$ cat config.mk
export PLATFORM = sky130hd
export DESIGN_NAME = tkms_ctrl
export DESIGN_NICKNAME = d
export VERILOG_FILES = /design/src/rtl/top_k_magnitude_selector_top_defines.svh /design/src/rtl/tkms_pkg.sv /design/src/rtl/tkms_ctrl.sv
export SDC_FILE = /design/constraint.sdc
export NUM_CORES = 1
export LEC_CHECK = 0
export BUFFER_PORTS_ARGS = -buffer_cell sky130_fd_sc_hd__buf_2
export CAP_MARGIN = 20
export CORE_AREA = 2 2 39 41
export DETAILED_ROUTE_END_ITERATION = 12
export DIE_AREA = 0 0 41 43
export GPL_TIMING_DRIVEN = 0
export PLACE_DENSITY = 0.58
export REMOVE_ABC_BUFFERS = 1
export SYNTH_ARGS = -nofsm -noshare
export SYNTH_HDL_FRONTEND = slang
export SYNTH_SLANG_ARGS = --single-unit
$ cat constraint.sdc
create_clock -name clk -period 1.5 [get_ports clk]
set_input_delay 0.3 -clock clk [delete_from_list [all_inputs] [get_ports clk]]
set_output_delay 0.3 -clock clk [all_outputs]
set_load 0.05 [all_outputs]
$ cat src/rtl/top_k_magnitude_selector_top_defines.svh
// ----------------------------------------------------------------------------
// top_k_magnitude_selector_top_defines.svh
// Assertion macros shared by the top-k magnitude selector RTL.
// ----------------------------------------------------------------------------
`ifndef TOP_K_MAGNITUDE_SELECTOR_TOP_DEFINES_SVH
`define TOP_K_MAGNITUDE_SELECTOR_TOP_DEFINES_SVH

// Condition that must hold at every clock edge out of reset
`define TKMS_ASSERT(lbl, expr, msg) \
  lbl: assert property (@(posedge clk) disable iff (rst) (expr)) else $error(msg);

// Consequent that must hold in the same cycle as the antecedent
`define TKMS_ASSERT_IMPL(lbl, ante, cons, msg) \
  lbl: assert property (@(posedge clk) disable iff (rst) (ante) |-> (cons)) else $error(msg);

`endif

$ cat src/rtl/tkms_pkg.sv
// ----------------------------------------------------------------------------
// tkms_pkg
// Widths, codes, controller/datapath interface types and the magnitude
// function of the top-k magnitude selector.
// ----------------------------------------------------------------------------
package tkms_pkg;

  // Field widths
  localparam int COEF_W = 32;
  localparam int IDX_W  = 24;
  localparam int KEEP_W = 11;
  localparam int MAG_W  = 31;

  // Parameter defaults
  localparam int CAPACITY_DEF   = 1024;
  localparam int INDEX_BITS_DEF = 24;

  // Register file
  localparam int                PADDR_W         = 3;
  localparam int                PDATA_W         = 32;
  localparam logic [KEEP_W-1:0] KEEP_RESET      = 11'd1000;
  localparam logic              REG_KEEP_COUNT  = 1'b0;   // word index in paddr[2]

  // Request kinds
  localparam logic CMD_PUSH = 1'b0;
  localparam logic CMD_POP  = 1'b1;

  // Datapath commands
  typedef enum logic [3:0] {
    DP_NONE,
    DP_LOAD,       // latch request
    DP_INS,        // open slot at the tail, occupancy + 1
    DP_ROOT_RD,    // read root
    DP_POS_ROOT,   // start sift down from the root with the new entry
    DP_POP_RD,     // read root and last slot
    DP_POP_OUT,    // emit root, last entry becomes the mover
    DP_EMPTY_OUT,  // emit empty marker
    DP_UP_RD,      // read parent
    DP_UP_SWAP,    // parent moves down into the hole
    DP_DN_RD,      // read both children
    DP_DN_SWAP,    // smaller child moves up into the hole
    DP_PLACE       // write mover into the hole
  } dp_op_t;

  // Datapath status
  typedef struct packed {
    logic is_pop;
    logic occ_zero;
    logic limit_zero;
    logic has_room;
    logic out_free;
    logic replace;
    logic at_root;
    logic up_swap;
    logic dn_leaf;
    logic dn_swap;
  } dp_status_t;

  // |c| as 31-bit unsigned, most negative code saturates
  function automatic logic [MAG_W-1:0] coef_mag(input logic [COEF_W-1:0] c);
    logic [COEF_W-1:0] neg;
    neg = -c;
    if (c == {1'b1, {MAG_W{1'b0}}}) begin
      return {MAG_W{1'b1}};
    end else if (c[COEF_W-1]) begin
      return neg[MAG_W-1:0];
    end else begin
      return c[MAG_W-1:0];
    end
  endfunction

endpackage

$ cat src/rtl/tkms_ctrl.sv
// ----------------------------------------------------------------------------
// tkms_ctrl
// Sequencer for push, pop and the heap sift walks; drives datapath commands.
// ----------------------------------------------------------------------------
module tkms_ctrl
  import tkms_pkg::*;
(
  input  logic       clk,
  input  logic       rst,
  input  logic       in_valid,
  output logic       in_ready,
  input  dp_status_t st,
  output dp_op_t     op
);

  typedef enum logic [2:0] {
    S_IDLE,
    S_DISPATCH,
    S_UP_RD,
    S_UP_CMP,
    S_ROOT_CMP,
    S_POP_CMP,
    S_DN_RD,
    S_DN_CMP
  } state_t;

  state_t state;
  state_t state_next;

  // State register
  always_ff @(posedge clk) begin
    if (rst) begin
      state <= S_IDLE;
    end else begin
      state <= state_next;
    end
  end

  // Next state and command
  always_comb begin
    state_next = state;
    op         = DP_NONE;
    in_ready   = 1'b0;
    case (state)
      S_IDLE: begin
        in_ready = 1'b1;
        if (in_valid) begin
          op         = DP_LOAD;
          state_next = S_DISPATCH;
        end
      end
      S_DISPATCH: begin
        if (!st.is_pop) begin
          if (st.limit_zero) begin
            state_next = S_IDLE;
          end else if (st.has_room) begin
            op         = DP_INS;
            state_next = S_UP_RD;
          end else begin
            op         = DP_ROOT_RD;
            state_next = S_ROOT_CMP;
          end
        end else if (st.occ_zero) begin
          if (st.out_free) begin
            op         = DP_EMPTY_OUT;
            state_next = S_IDLE;
          end
        end else begin
          op         = DP_POP_RD;
          state_next = S_POP_CMP;
        end
      end
      S_UP_RD: begin
        if (st.at_root) begin
          op         = DP_PLACE;
          state_next = S_IDLE;
        end else begin
          op         = DP_UP_RD;
          state_next = S_UP_CMP;
        end
      end
      S_UP_CMP: begin
        if (st.up_swap) begin
          op         = DP_UP_SWAP;
          state_next = S_UP_RD;
        end else begin
          op         = DP_PLACE;
          state_next = S_IDLE;
        end
      end
      S_ROOT_CMP: begin
        if (st.replace) begin
          op         = DP_POS_ROOT;
          state_next = S_DN_RD;
        end else begin
          state_next = S_IDLE;
        end
      end
      S_POP_CMP: begin
        // hold until the result register is free
        if (st.out_free) begin
          op         = DP_POP_OUT;
          state_next = S_DN_RD;
        end
      end
      S_DN_RD: begin
        if (st.dn_leaf) begin
          op         = DP_PLACE;
          state_next = S_IDLE;
        end else begin
          op         = DP_DN_RD;
          state_next = S_DN_CMP;
        end
      end
      S_DN_CMP: begin
        if (st.dn_swap) begin
          op         = DP_DN_SWAP;
          state_next = S_DN_RD;
        end else begin
          op         = DP_PLACE;
          state_next = S_IDLE;
        end
      end
      default: begin
        state_next = S_IDLE;
      end
    endcase
  end

endmodule

# Word level (Yosys, flattened, before mapping)
# Index checks and enable logic that the tools add are counted.
[totals]
reg_bits = 3
output_inout_bits = 5
[op_classes]
mux = 27
reduce_logical = 2
n_eq_ne = 10
[ops]
columns = ["operator", "n"]
rows = [
  ["two-way mux 3 bit", 17],
  ["one-hot mux 4 bit (8 select lines)", 1],
  ["one-hot mux 3 bit (8 select lines)", 1],
  ["equality test 3 bit, second input constant", 4],
  ["two-way mux 4 bit", 2],
  ["equality test 3 x 2 -> 1 bit, second input constant", 2],
  ["two-way mux 2 bit", 3],
  ["inequality test 2 bit, second input constant", 2],
  ["inequality test 4 bit, second input constant", 1],
  ["equality test 3 x 1 -> 1 bit, second input constant", 1],
  ["zero test 3 bit", 1],
  ["two-way mux 1 bit", 3],
  ["AND reduction 3 bit", 1],
]

# Longest topological paths before layout
[logic_depth]
depth_word = 4
mapped_depth = 5
mapped_depth_nobuf = 4

# Least setup slack after synthesis
# No wires, ideal clock.
[synth_timing]
path_type = "register to output"
startpoint = "register state[1]"
endpoint = "output port op[0]"
path_slack_ps = -828
stages_incl_launch_ff = 4
arrival_ps = 2028
cell_sequence = "dfxtp_1 > nor3_2 > nor2_1 > a21oi_1"
[synth_via]
elab_chain_len = 2
word_cells_on_any_way = 9
[synth_rtl]
columns = ["element", "line_no", "rtl"]
rows = [
  ["start, declared", "tkms_ctrl.sv:27", "state_t state;"],
  ["start signal, assigned", "tkms_ctrl.sv:35", "state <= state_next;"],
  ["equality test 3 bit, or another cell as far along", "tkms_ctrl.sv:44", "case (state)"],
  ["one-hot mux 4 bit (8 select lines) *", "tkms_ctrl.sv:44", ""],
  ["end, declared", "tkms_ctrl.sv:13", "output dp_op_t op"],
]
# Every way passes the cells marked *; elsewhere a longest branch is shown, timed or not.

# Final worst setup path
# Same ends and word-level chain as after synthesis.

==> flow_summary.yaml <==
critical_path:
  regToRegSetupSlack_ps: 70
  cp.required_ps: 1200
  setup.worst_path.start_class: "register"
  cp-end-kind: "output port"
  crit_type: "reg -> out"
  reg2reg_from: "state[0]$_SDFFE_PP0P_"
  arrival_ps: 1500
  cp_max_fo: 6
  r2r_end: "state[1]$_SDFFE_PP0P_"
  r2r.worst_path.cells: 8
sta:
  slew_headroom_pct: 72.42
  holdWs_ps: 241.0
  rsz0062_at_grt: "yes"
  fin_skew_ps: 0.3680
  fin_ws_ps: -301.7
  fin_tns_setup_ps: -599.5
  hold_viol_final: 0
  worst_pin_slew_ps: 409.9
  period_minus_slack_ps: 1802
  timing.final.crit_share_pct: 120.1
  setup_viol: 3
  slew_violations: 0
  fmax_ghz: 0.5550
clock_tree:
  cts_root_buffer: "clkbuf_4"
  cts_buffers: 3
  clkLatencyLatePin_ps: 230
  cts_hold_buffers: 0
  clock_path_buffers: 2
  htreeDepth: 1
  cts_tree: "done"
  clock-sinks: 3
  clkTransAtPathRegs_ps: 40
logic_synthesis:
  synthAdderAreaFrac_pct: 0
  synth_cell_type_count: 29
  yosysSeqAreaShare_pct: 15.53
  yosysWarnings: 0
  syn_inst: 53
  synth_xor_area_share_pct: 0
  synth-simple-area-share_pct: 38.83
  synth.top_cell.area_share_pct: 15.53
  synth_top_family_by_area: "simple AND/OR/NAND/NOR gates"
  synth_compound_area_share_pct: 32.36
  ys_seq_elements: 3
  synth_area_per_cell_um2: 7.295
  synthTopCellsByArea: "dfxtp_1 (16%), nand2_1 (6.8%), nor2_1 (5.8%)"
  synth.largest_area_cell: "dfxtp_1"
  muxShareOfSynthArea_pct: 5.178
  syn_area_um2: 386.6
pwr:
  ir_drop_mv: 0.4851
  power_switching_mw: 0.2298
  clkPwrFrac_pct: 25.6
  internal-power_mw: 0.3313
  swShare_pct: 40.95
  p_leak_nw: 0.3157
  seq_power_share_pct: 17.5
  cellPowerDensity_nw_per_um2: 785.5
  power.share.combinational_pct: 56.9
  power_mw: 0.5612
run_status:
  violations: "setup timing"
  status: "finished, violations left"
cells_and_area:
  final_util_pct: 51.63
  fin_nets: 101
  final_cell_count_no_fill: 103
  drive_above_1_share_pct: 58.62
  area_growth_pct: 84.79
  num_antenna_cells: 0
  largest_reg_flops: 3
  registers.top_by_ff_count: "state"
  reg_top3: "state: 3 flops"
  final_area_um2: 714.4
floorplan:
  start_util_pct: 27.94
  row_count: 14
  io_pins: 18
  die_x_um: 41
  core_um2: 1384
  die_h_um: 43
  die_area_um2: 1763
drt:
  via_per_inst: 5.078
  drtIter0Drc: 5
  drc: 0
  routedWlPerCell_um: 14.31
  ant_nets: 0
  totalWireLength_mm: 1.474
  drt_pass1_iterations: 3
  vias: 523
flow_run:
  maxCapViolCount: 0
min_path:
  hold_depth: 2
  min_path_type: "in -> reg"
  min-delay-start: "rst"
  hold_end: "state[2]$_SDFFE_PP0P_"
placement:
  io_buffers: 17
  dpl_cell_area_um2: 464.2
  dp_hpwl_um: 701.5
  dp_cells: 82
  gp_congestion: 0.7419
  dp_slack_ps: -370.3
grt:
  antenna_found_initial: 0
  grt_pass1_vias: 490
  grt_max_degree: 8
  grt_pass1_wl_mm: 2.063
  grt.total_usage_pct: 17.25
  grt_overflow: 0
## worst max-delay path: stages (launching register included)
cell	delay (ps)
dfxtp_4	360
nor3b_4	230
o21a_1	200
o21ai_2	80
a21oi_1	160
buf_4	220
## timing repair
item,in CTS,in global routing
pin swaps,4,7
buffers inserted,18,3
endpoints found under the setup margin,5,6
resized for setup,18,9
## cell type report
type / instances / area, um^2
inverters: 1 / 3.754
well taps: 16 / 20.02
repair buffers: 34 / 245.2
clock buffers: 4 / 26.28
flip-flops and latches: 3 / 71.32
fillers: 131 / 669.4
multi-input cells: 45 / 347.8
## how the worst max path moves through the flow
stage                     startpoint    end  slack, ps  depth (start not counted)
4_1_cts        state[2]$_SDFFE_PP0P_  op[0]       -210                          5
3_3_place_gp   state[0]$_SDFFE_PP0P_  op[0]       -380                          5
5_1_grt        state[1]$_SDFFE_PP0P_  op[0]       -360                          5
6_report       state[1]$_SDFFE_PP0P_  op[0]       -300                          5
2_1_floorplan  state[1]$_SDFFE_PP0P_  op[0]      -1150                          3
3_5_place_dp   state[0]$_SDFFE_PP0P_  op[0]       -370                          5
## cells by family (layout without fill, tap and decap cells)
family                 count (synthesis)  count (layout)
buffers and inverters                  5              39
DFF                                    3               3
muxes                                  2               2
and+or+nand+nor                       25              25
AOI/OAI and AO/OA                     18              18
## per-layer routing
layer / global-route usage [%] / vias to the layer above / part of all wire, %
met3: 6.283 / 2 / 5.0
li1: - / 266 / -
met4: 7.333 / 0 / 0.95
met5: 0 / - / 0
met2: 28.13 / 16 / 52
met1: 18.91 / 239 / 42
## cells in the final DEF (no fill, tap or decap), types with 2 or more instances in the layout
cell type	instances
a21oi_1	3
a22o_1	2
nand2_1	7
mux2i_1	2
buf_6	6
buf_4	15
buf_2	13
nor2_1	6
dfxtp_4	3
nand3b_1	2
o21ai_0	2
clkbuf_4	3
nand2b_4	2
o21ai_2	2
## synthesized netlist by cell type, drive strengths merged
cell type / n
nor2: 6
o21ai: 4
clkbuf: 1
nor4: 1
o21bai: 1
nor3b: 1
nand2b: 3
a21oi: 4
a31o: 1
inv: 1
nor4b: 1
dfxtp: 3
a32oi: 2
nand2: 7
mux2i: 2
nor2b: 1
a311oi: 1
or3: 1
nand3: 1
nand3b: 2
buf: 3
o211ai: 1
o21a: 1
a21bo: 1
nor3: 1
a22o: 2
## power by group through the flow
stage               registers [mW]  clock network, mW  logic (mW)
floorplan                    0.108                  0       0.144
global placement             0.113                  0       0.195
detailed placement           0.112                  0       0.196
CTS                         0.0990              0.148       0.287
global route                0.0997              0.166       0.336
finish                      0.0984              0.144       0.319
No activity file was read; power rests on OpenSTA's default activity.
